$ cat src/rtl/stt_pkg.sv
// shared codes and default sizes for the software timer table
package stt_pkg;

    localparam int NUM_TIMERS_DEF = 16;
    localparam int COUNT_BITS_DEF = 16;

    localparam logic [2:0] OP_TICK    = 3'd0;
    localparam logic [2:0] OP_ADD     = 3'd1;
    localparam logic [2:0] OP_REMOVE  = 3'd2;
    localparam logic [2:0] OP_ENABLE  = 3'd3;
    localparam logic [2:0] OP_DISABLE = 3'd4;
    localparam logic [2:0] OP_SETPER  = 3'd5;
    localparam logic [2:0] OP_RESTART = 3'd6;
    localparam logic [2:0] OP_QUERY   = 3'd7;

    localparam logic [1:0] KIND_REPLY   = 2'd0;
    localparam logic [1:0] KIND_FIRED   = 2'd1;
    localparam logic [1:0] KIND_TICKEND = 2'd2;

    localparam logic [1:0] ST_OK       = 2'd0;
    localparam logic [1:0] ST_NOTFOUND = 2'd1;
    localparam logic [1:0] ST_FULL     = 2'd2;
    localparam logic [1:0] ST_INVALID  = 2'd3;

endpackage

$ cat src/rtl/software_timer_table.sv
// software timer table: an add/remove/enable/disable/set-period/restart/query/tick sequencer over one entry memory
// steps: invalid-id and empty-table replies go straight to the reply state; add writes the entry, then
// replies; searches read and evaluate each entry visited; tick reads and evaluates each stored entry;
// remove also moves each later entry down by a read and a write; a stalled output holds the sequencer
// transactions: one at a time; the next is not accepted until the current one is finished
// reset: asynchronous, entry count and tick count go to zero; entry memory is not cleared
// input stall stays high until the reply or tick-finished result enters the output register
module software_timer_table
    import stt_pkg::*;
#(
    parameter int NUM_TIMERS = NUM_TIMERS_DEF,
    parameter int COUNT_BITS = COUNT_BITS_DEF
)
(
    input  logic        clk,
    input  logic        rst_n,
    input  logic        in_valid,
    output logic        in_stall,
    input  logic [2:0]  op,
    input  logic [7:0]  timer_id,
    input  logic [15:0] period,
    input  logic        has_action,
    output logic        out_valid,
    input  logic        out_stall,
    output logic [1:0]  kind,
    output logic [1:0]  status,
    output logic [3:0]  slot,
    output logic [7:0]  fired_id,
    output logic [15:0] remaining,
    output logic [31:0] system_time,
    output logic        last
);

    localparam int CNT_W = $clog2(NUM_TIMERS + 1);
    localparam int IDX_W = (NUM_TIMERS > 1) ? $clog2(NUM_TIMERS) : 1;

    typedef struct packed {
        logic [7:0]            tag;
        logic [COUNT_BITS-1:0] period;
        logic [COUNT_BITS-1:0] count;
        logic                  enabled;
        logic                  action;
    } entry_t;

    typedef enum logic [2:0] {
        S_IDLE, S_ADD, S_READ, S_EVAL, S_SHRD, S_SHWR, S_REPLY, S_FINAL
    } state_t;

    state_t                state_reg;
    logic [2:0]            op_reg;
    logic [7:0]            tag_reg;
    logic [COUNT_BITS-1:0] per_reg;
    logic                  act_reg;
    logic [CNT_W-1:0]      idx_reg;
    logic [CNT_W-1:0]      count_reg;
    logic [31:0]           time_reg;
    logic                  found_reg;
    logic [IDX_W-1:0]      pos_reg;
    logic [COUNT_BITS-1:0] rem_reg;
    logic [1:0]            rpl_status_reg;
    logic [7:0]            rpl_id_reg;

    logic                  out_valid_reg;
    logic [1:0]            kind_reg;
    logic [1:0]            status_reg;
    logic [3:0]            slot_reg;
    logic [7:0]            id_reg;
    logic [15:0]           remaining_reg;
    logic [31:0]           time_out_reg;
    logic                  last_reg;

    entry_t                mem [NUM_TIMERS];
    entry_t                rd_reg;
    logic                  wr_en;
    logic [IDX_W-1:0]      wr_addr;
    entry_t                wr_data;

    logic [CNT_W-1:0]      idx_inc;
    logic [CNT_W-1:0]      idx_dec;
    logic                  out_free;
    logic                  out_load;
    logic                  match;
    logic                  need_fire;
    logic                  first_hit;
    logic                  scan_done;

    assign idx_inc   = idx_reg + CNT_W'(1);
    assign idx_dec   = idx_reg - CNT_W'(1);
    assign out_free  = !out_valid_reg || !out_stall;
    assign match     = (rd_reg.tag == tag_reg);
    assign need_fire = rd_reg.enabled && (rd_reg.count == '0) && rd_reg.action;
    assign first_hit = match && !found_reg;
    assign scan_done = (idx_inc == count_reg);
    assign in_stall  = (state_reg != S_IDLE);
    // a new result enters the output register this cycle
    assign out_load  = out_free && (((state_reg == S_EVAL) && (op_reg == OP_TICK) && need_fire)
                       || (state_reg == S_REPLY) || (state_reg == S_FINAL));

    always_comb
    begin
        wr_en   = 1'b0;
        wr_addr = idx_reg[IDX_W-1:0];
        wr_data = rd_reg;
        case (state_reg)
            S_ADD:
            begin
                wr_en           = 1'b1;
                wr_addr         = count_reg[IDX_W-1:0];
                wr_data.tag     = tag_reg;
                wr_data.period  = per_reg;
                wr_data.count   = per_reg;
                wr_data.enabled = 1'b0;
                wr_data.action  = act_reg;
            end
            S_EVAL:
            begin
                case (op_reg)
                    OP_TICK:
                    begin
                        if (rd_reg.enabled && rd_reg.count != '0)
                        begin
                            wr_en         = 1'b1;
                            wr_data.count = rd_reg.count - COUNT_BITS'(1);
                        end
                        else if (need_fire && out_free)
                        begin
                            wr_en         = 1'b1;
                            wr_data.count = rd_reg.period;
                        end
                    end
                    OP_ENABLE, OP_DISABLE:
                    begin
                        wr_en           = match;
                        wr_data.enabled = (op_reg == OP_ENABLE);
                    end
                    OP_SETPER:
                    begin
                        wr_en          = match;
                        wr_data.period = per_reg;
                        wr_data.count  = per_reg;
                    end
                    OP_RESTART:
                    begin
                        wr_en         = match;
                        wr_data.count = rd_reg.period;
                    end
                    default:
                    begin
                        wr_en = 1'b0;
                    end
                endcase
            end
            S_SHWR:
            begin
                wr_en   = 1'b1;
                wr_addr = idx_dec[IDX_W-1:0];
            end
            default:
            begin
                wr_en = 1'b0;
            end
        endcase
    end

    always_ff @(posedge clk)
    begin
        if (wr_en)
        begin
            mem[wr_addr] <= wr_data;
        end
        rd_reg <= mem[idx_reg[IDX_W-1:0]];
    end

    always_ff @(posedge clk or negedge rst_n)
    begin
        if (!rst_n)
        begin
            state_reg     <= S_IDLE;
            count_reg     <= '0;
            time_reg      <= '0;
            out_valid_reg <= 1'b0;
            idx_reg       <= '0;
            found_reg     <= 1'b0;
        end
        else
        begin
            if (out_load)
            begin
                out_valid_reg <= 1'b1;
            end
            else if (!out_stall)
            begin
                out_valid_reg <= 1'b0;
            end
            case (state_reg)
                S_IDLE:
                begin
                    if (in_valid)
                    begin
                        op_reg    <= op;
                        tag_reg   <= timer_id;
                        per_reg   <= COUNT_BITS'(period);
                        act_reg   <= has_action;
                        idx_reg   <= '0;
                        found_reg <= 1'b0;
                        pos_reg   <= '0;
                        rem_reg   <= '0;
                        rpl_id_reg <= timer_id;
                        if (op == OP_TICK)
                        begin
                            state_reg <= (count_reg == '0) ? S_FINAL : S_READ;
                        end
                        else if (timer_id == 8'd0)
                        begin
                            rpl_status_reg <= ST_INVALID;
                            rpl_id_reg     <= 8'd0;
                            state_reg      <= S_REPLY;
                        end
                        else if (op == OP_ADD)
                        begin
                            if (count_reg == CNT_W'(NUM_TIMERS))
                            begin
                                rpl_status_reg <= ST_FULL;
                                state_reg      <= S_REPLY;
                            end
                            else
                            begin
                                state_reg <= S_ADD;
                            end
                        end
                        else if (count_reg == '0)
                        begin
                            rpl_status_reg <= ST_NOTFOUND;
                            state_reg      <= S_REPLY;
                        end
                        else
                        begin
                            state_reg <= S_READ;
                        end
                    end
                end
                S_ADD:
                begin
                    rpl_status_reg <= ST_OK;
                    pos_reg        <= count_reg[IDX_W-1:0];
                    rem_reg        <= per_reg;
                    count_reg      <= count_reg + CNT_W'(1);
                    state_reg      <= S_REPLY;
                end
                S_READ:
                begin
                    state_reg <= S_EVAL;
                end
                S_EVAL:
                begin
                    case (op_reg)
                        OP_TICK:
                        begin
                            if (!(need_fire && !out_free))
                            begin
                                if (need_fire)
                                begin
                                    kind_reg      <= KIND_FIRED;
                                    status_reg    <= ST_OK;
                                    slot_reg      <= 4'(idx_reg);
                                    id_reg        <= rd_reg.tag;
                                    remaining_reg <= 16'(rd_reg.period);
                                    time_out_reg  <= time_reg + 32'd1;
                                    last_reg      <= 1'b0;
                                end
                                idx_reg   <= idx_inc;
                                state_reg <= scan_done ? S_FINAL : S_READ;
                            end
                        end
                        OP_ENABLE, OP_DISABLE:
                        begin
                            // every match changes, the first one is reported
                            if (first_hit)
                            begin
                                found_reg <= 1'b1;
                                pos_reg   <= idx_reg[IDX_W-1:0];
                                rem_reg   <= rd_reg.count;
                            end
                            idx_reg <= idx_inc;
                            if (scan_done)
                            begin
                                rpl_status_reg <= (found_reg || match) ? ST_OK : ST_NOTFOUND;
                                state_reg      <= S_REPLY;
                            end
                            else
                            begin
                                state_reg <= S_READ;
                            end
                        end
                        default:
                        begin
                            if (match)
                            begin
                                rpl_status_reg <= ST_OK;
                                pos_reg        <= idx_reg[IDX_W-1:0];
                                case (op_reg)
                                    OP_SETPER:  rem_reg <= per_reg;
                                    OP_RESTART: rem_reg <= rd_reg.period;
                                    default:    rem_reg <= rd_reg.count;
                                endcase
                                if (op_reg == OP_REMOVE && !scan_done)
                                begin
                                    idx_reg   <= idx_inc;
                                    state_reg <= S_SHRD;
                                end
                                else
                                begin
                                    if (op_reg == OP_REMOVE)
                                    begin
                                        count_reg <= count_reg - CNT_W'(1);
                                    end
                                    state_reg <= S_REPLY;
                                end
                            end
                            else
                            begin
                                idx_reg <= idx_inc;
                                if (scan_done)
                                begin
                                    rpl_status_reg <= ST_NOTFOUND;
                                    state_reg      <= S_REPLY;
                                end
                                else
                                begin
                                    state_reg <= S_READ;
                                end
                            end
                        end
                    endcase
                end
                S_SHRD:
                begin
                    state_reg <= S_SHWR;
                end
                S_SHWR:
                begin
                    // entry idx moved down to idx-1
                    if (scan_done)
                    begin
                        count_reg <= count_reg - CNT_W'(1);
                        state_reg <= S_REPLY;
                    end
                    else
                    begin
                        idx_reg   <= idx_inc;
                        state_reg <= S_SHRD;
                    end
                end
                S_REPLY:
                begin
                    if (out_free)
                    begin
                        kind_reg      <= KIND_REPLY;
                        status_reg    <= rpl_status_reg;
                        slot_reg      <= (rpl_status_reg == ST_OK) ? 4'(pos_reg) : 4'd0;
                        id_reg        <= rpl_id_reg;
                        remaining_reg <= (rpl_status_reg == ST_OK) ? 16'(rem_reg) : 16'd0;
                        time_out_reg  <= time_reg;
                        last_reg      <= 1'b1;
                        state_reg     <= S_IDLE;
                    end
                end
                S_FINAL:
                begin
                    if (out_free)
                    begin
                        kind_reg      <= KIND_TICKEND;
                        status_reg    <= ST_OK;
                        slot_reg      <= 4'd0;
                        id_reg        <= 8'd0;
                        remaining_reg <= 16'd0;
                        time_out_reg  <= time_reg + 32'd1;
                        last_reg      <= 1'b1;
                        time_reg      <= time_reg + 32'd1;
                        state_reg     <= S_IDLE;
                    end
                end
                default:
                begin
                    state_reg <= S_IDLE;
                end
            endcase
        end
    end

    assign out_valid   = out_valid_reg;
    assign kind        = kind_reg;
    assign status      = status_reg;
    assign slot        = slot_reg;
    assign fired_id    = id_reg;
    assign remaining   = remaining_reg;
    assign system_time = time_out_reg;
    assign last        = last_reg;

    a_count_range: assert property (@(posedge clk) disable iff (!rst_n)
        count_reg <= CNT_W'(NUM_TIMERS))
        else $error("entry count above table size");

    a_write_addr: assert property (@(posedge clk) disable iff (!rst_n)
        wr_en |-> (32'(wr_addr) < NUM_TIMERS))
        else $error("memory write outside table");

    a_not_last_is_fire: assert property (@(posedge clk) disable iff (!rst_n)
        (out_valid_reg && !last_reg) |-> (kind_reg == KIND_FIRED))
        else $error("non-final result is not a fire");

    a_idle_no_write: assert property (@(posedge clk) disable iff (!rst_n)
        (state_reg == S_IDLE) |-> !wr_en)
        else $error("memory written while idle");

endmodule

$ cat config.mk
export PLATFORM = sky130hd
export DESIGN_NAME = software_timer_table
export DESIGN_NICKNAME = d
export VERILOG_FILES = /design/src/rtl/stt_pkg.sv /design/src/rtl/software_timer_table.sv
export SDC_FILE = /design/constraint.sdc
export NUM_CORES = 1
export LEC_CHECK = 0
export BUFFER_PORTS_ARGS = -buffer_cell sky130_fd_sc_hd__buf_2
export CORE_MARGIN = 2
export CORE_UTILIZATION = 25
export DETAILED_ROUTE_END_ITERATION = 16
export PLACE_DENSITY = 0.4
export SLEW_MARGIN = 20
export SYNTH_ARGS = -nofsm -noshare
export SYNTH_HDL_FRONTEND = slang
export SYNTH_SLANG_ARGS = --single-unit
$ cat constraint.sdc
create_clock -name clk -period 6.65 [get_ports clk]
set_input_delay 0 -clock clk [delete_from_list [all_inputs] [get_ports clk]]
set_output_delay 0 -clock clk [all_outputs]
set_load 0.05 [all_outputs]
==> results.md <==
- Status: finished clean
- Worst-Skew Late Latency: 0.73 ns
- Reg2reg setup slack: 2.04 ns
- Initial antenna violation count: 2
- Routability Congestion: 0.850
- Syn-to-layout area delta: 18.8%
- Filler Cell Count: 13.9k
- Area of the multi-input gates: 0.00956 mm^2
- Min Clock Period, post-route: 4.61 ns
- Max Cap Viol: 0
- DRT iter0 DRCs: 1,900
- Static Leakage: 13.5 nW
- HPWL after DPL: 62,700 um
- Kind of end point of the critical path: flop
- Clk root buf: clkbuf_16
- Hold path cells: 2
- CP Data Arrival Time: 4.94 ns
- Final hold viol count: 0
- CP Capture Point: mem[7][0]$_DFFE_PP_
- First-pass GRT wire length: 144,000 um
- Yosys cell types: 82
- Num rows: 138
- Final Cell Area: 0.0426 mm^2
- Peak supply drop: 242 uV
- FF+latch area: 0.0259 mm^2
- Starting Density: 0.253
- Fmax: 0.217 GHz
- RSZ-0062 raised after global routing: no
- Core ar.: 0.142 mm^2
- CP Data Required Time: 6.98 ns
- Top_reg_cell synth: edfxtp_1
- Ports: 99
- Die footprint: 0.147 mm^2
- DR vias/cell: 4.71
- Ant. Diodes: 0
- Grt total ovfl: 0
- Fin nets: 2,199
- CTS tree: yes
- Vias: 19.5k
- Mean post-synth cell area: 18.2 um^2
- Tcrit/Tclk final: 0.693
- Worst r2r src: state_reg[1]$_DFFE_PN0P_
- Crit Path Category: flop to flop
- YS warnings: 0
- Max FFs per register: 672
- Worst-path clk slew: 0.06 ns
- Mapped Area: 0.0359 mm^2
- Register area share after synthesis: 0.722
- Syn nets: 2,014
- Crit path from: state_reg[1]$_DFFE_PN0P_
- Die height: 383 um
- Worst setup margin: 2.04 ns
- DRT Pass-1 Iters: 8
- RR Endpoint: mem[7][0]$_DFFE_PP_
- Yosys reg bits: 884
- Total clock sinks: 884
- PwrDens: 448 mW/mm^2
- Power Total: 19.1 mW
- Largest net degree at the start of global routing: 98
- Max Slew Vio Count: 0
- Post-CTS setup buffers: 0
- Worst slew margin: 0.274
- Total Routing Usage GR: 0.136
- Final-report setup violation count: 0
- DRC Markers: 0
- Worst hold-check path type: input pin to flop
- Dpl cell area: 0.0388 mm^2
- Number of global-route vias before repair: 19.8k
- Slew @ Worst Pin: 1.09 ns
- Number of enable flip-flop cells after synthesis: 795
- Worst setup SP type: flop
- Clk buf depth: 3
- Hold_sp: timer_id[2]
- Number of cells upsized or downsized after cts: 0
- Syn Inst Count: 1,973
- Asr flop ratio synth: 0.0532
- H-tree depth: 3
- Fin Clk Skew: 0.0599 ns
- Die X: 383 um
- Layout cells sized above 1: 0.261
- Routed Wire Length: 100,000 um
- I/O Buffers: 98
- Worst r2r path cells: 9
- CP max FO: 54
- Final ANT Viol Nets: 0
- Cts hold-fix bufs: 45
- Pre-CTS WS: 2.01 ns
- Wire per inst: 24.3 um
- CTS Buf Count: 100
- Final TNS setup: 0 ns
==> power breakdown <==
part | internal, mW | switching, mW | total (mW) | leakage [nW]
logic | 1.77 | 3.41 | 5.18 | 3.71
registers | 7.72 | 0.682 | 8.40 | 8.17
clock network | 3.23 | 2.29 | 5.52 | 1.61
==> Yosys cell counts, types with 7 or more instances <==
cell | n | area (um^2)
nand4_1 | 14 | 87.6
clkbuf_1 | 71 | 267
o22ai_1 | 12 | 75.1
nand3b_1 | 16 | 120
o21ai_0 | 60 | 300
xnor2_1 | 41 | 359
nand2b_1 | 9 | 56.3
a221oi_1 | 11 | 96.3
a21oi_1 | 36 | 180
nor3_1 | 12 | 60.1
nor2_1 | 93 | 349
nand2_1 | 160 | 601
ha_1 | 8 | 100
nand3_1 | 25 | 125
o211ai_1 | 7 | 52.6
buf_1 | 7 | 26.3
inv_1 | 13 | 48.8
xor2_1 | 43 | 377
and2_1 | 8 | 50.1
dfxtp_1 | 42 | 841
dfrtp_1 | 47 | 1180
mux2_2 | 18 | 203
a31oi_1 | 15 | 93.8
a22o_1 | 22 | 193
buf_2 | 31 | 155
a211oi_1 | 15 | 113
edfxtp_1 | 795 | 23900
and3_1 | 8 | 50.1
mux4_2 | 210 | 4730
==> placed cells by master (no fill, tap or decap), drive strengths merged, types with 6 or more instances in the layout <==
cell	n
a211o	6
a211oi	17
a21oi	37
a221oi	12
a22o	22
a22oi	6
a31oi	15
and2	10
and3	8
buf	153
bufinv	9
clkbuf	130
clkinv	37
dfrtp	47
dfxtp	42
dlygate4sd3	45
edfxtp	795
ha	8
inv	19
mux2	21
mux2i	6
mux4	210
nand2	160
nand2b	9
nand3	26
nand3b	16
nand4	14
nor2	94
nor3	16
nor4	9
o211ai	8
o21ai	62
o22a	6
o22ai	12
xnor2	41
xor2	43
==> worst min-delay path by stage <==
stage | slack [ns] | endpoint
after detailed placement | 0.18 | per_reg[10]$_DFFE_PP_
final | 0.07 | rpl_id_reg[2]$_DFFE_PP_
after CTS | 0.009 | rpl_id_reg[7]$_DFFE_PP_
after global routing | 0.03 | rpl_id_reg[7]$_DFFE_PP_
after floorplan | -0.30 | count_reg[0]$_DFFE_PN0P_
after global placement | 0.18 | per_reg[10]$_DFFE_PP_
==> metal layers <==
layer | up-vias | share of wire | wire [um] | GRT usage
met4 | 0 | 0.021 | 2140 | 0.0327
met3 | 152 | 0.058 | 5810 | 0.0277
met5 | - | 0 | 0 | 0
li1 | 8311 | - | - | -
met1 | 10300 | 0.46 | 45700 | 0.191
met2 | 658 | 0.47 | 46700 | 0.214
==> worst max-delay path, cell delays in order (launching register included) <==
cell and delay, ns:
dfrtp_2 0.34, buf_4 0.48, clkinv_1 0.77, nor2_1 0.26, buf_4 0.27, nand4_1 0.16, a31oi_1 0.30, nand2_1 0.28
nor2_4 0.81, buf_4 0.51
==> kinds of logic after synthesis <==
kind of cell / synth area share
AOI/OAI and AO/OA: 0.0454
xor gates and xnor gates: 0.0205
adders and majority gates: 0.00335
buffers and inverters: 0.0156
DFF: 0.722
muxes: 0.140
and+or+nand+nor: 0.0531
==> layout make-up <==
type | count | share of cell area
clock buffers | 130 | 0.0635
clock inverters | 53 | 0.0140
inverters | 14 | 0.00123
multi-input cells | 960 | 0.224
flip-flops and latches | 884 | 0.608
well taps | 1890 | 0.0555
repair buffers | 198 | 0.0333
==> stage by stage <==
| step | cells | utilization | hold WS [ns] |
|---|---|---|---|
| floorplan | 1973 | - | -0.296 |
| global placement | 3898 | 0.273 | 0.176 |
| detailed placement | 3900 | 0.274 | 0.179 |
| CTS | 4128 | 0.300 | 0.00925 |
| global route | 4129 | 0.300 | 0.0335 |
| finish | 4129 | 0.300 | 0.0695 |
Note: power is estimated with default switching activity, not from simulation.
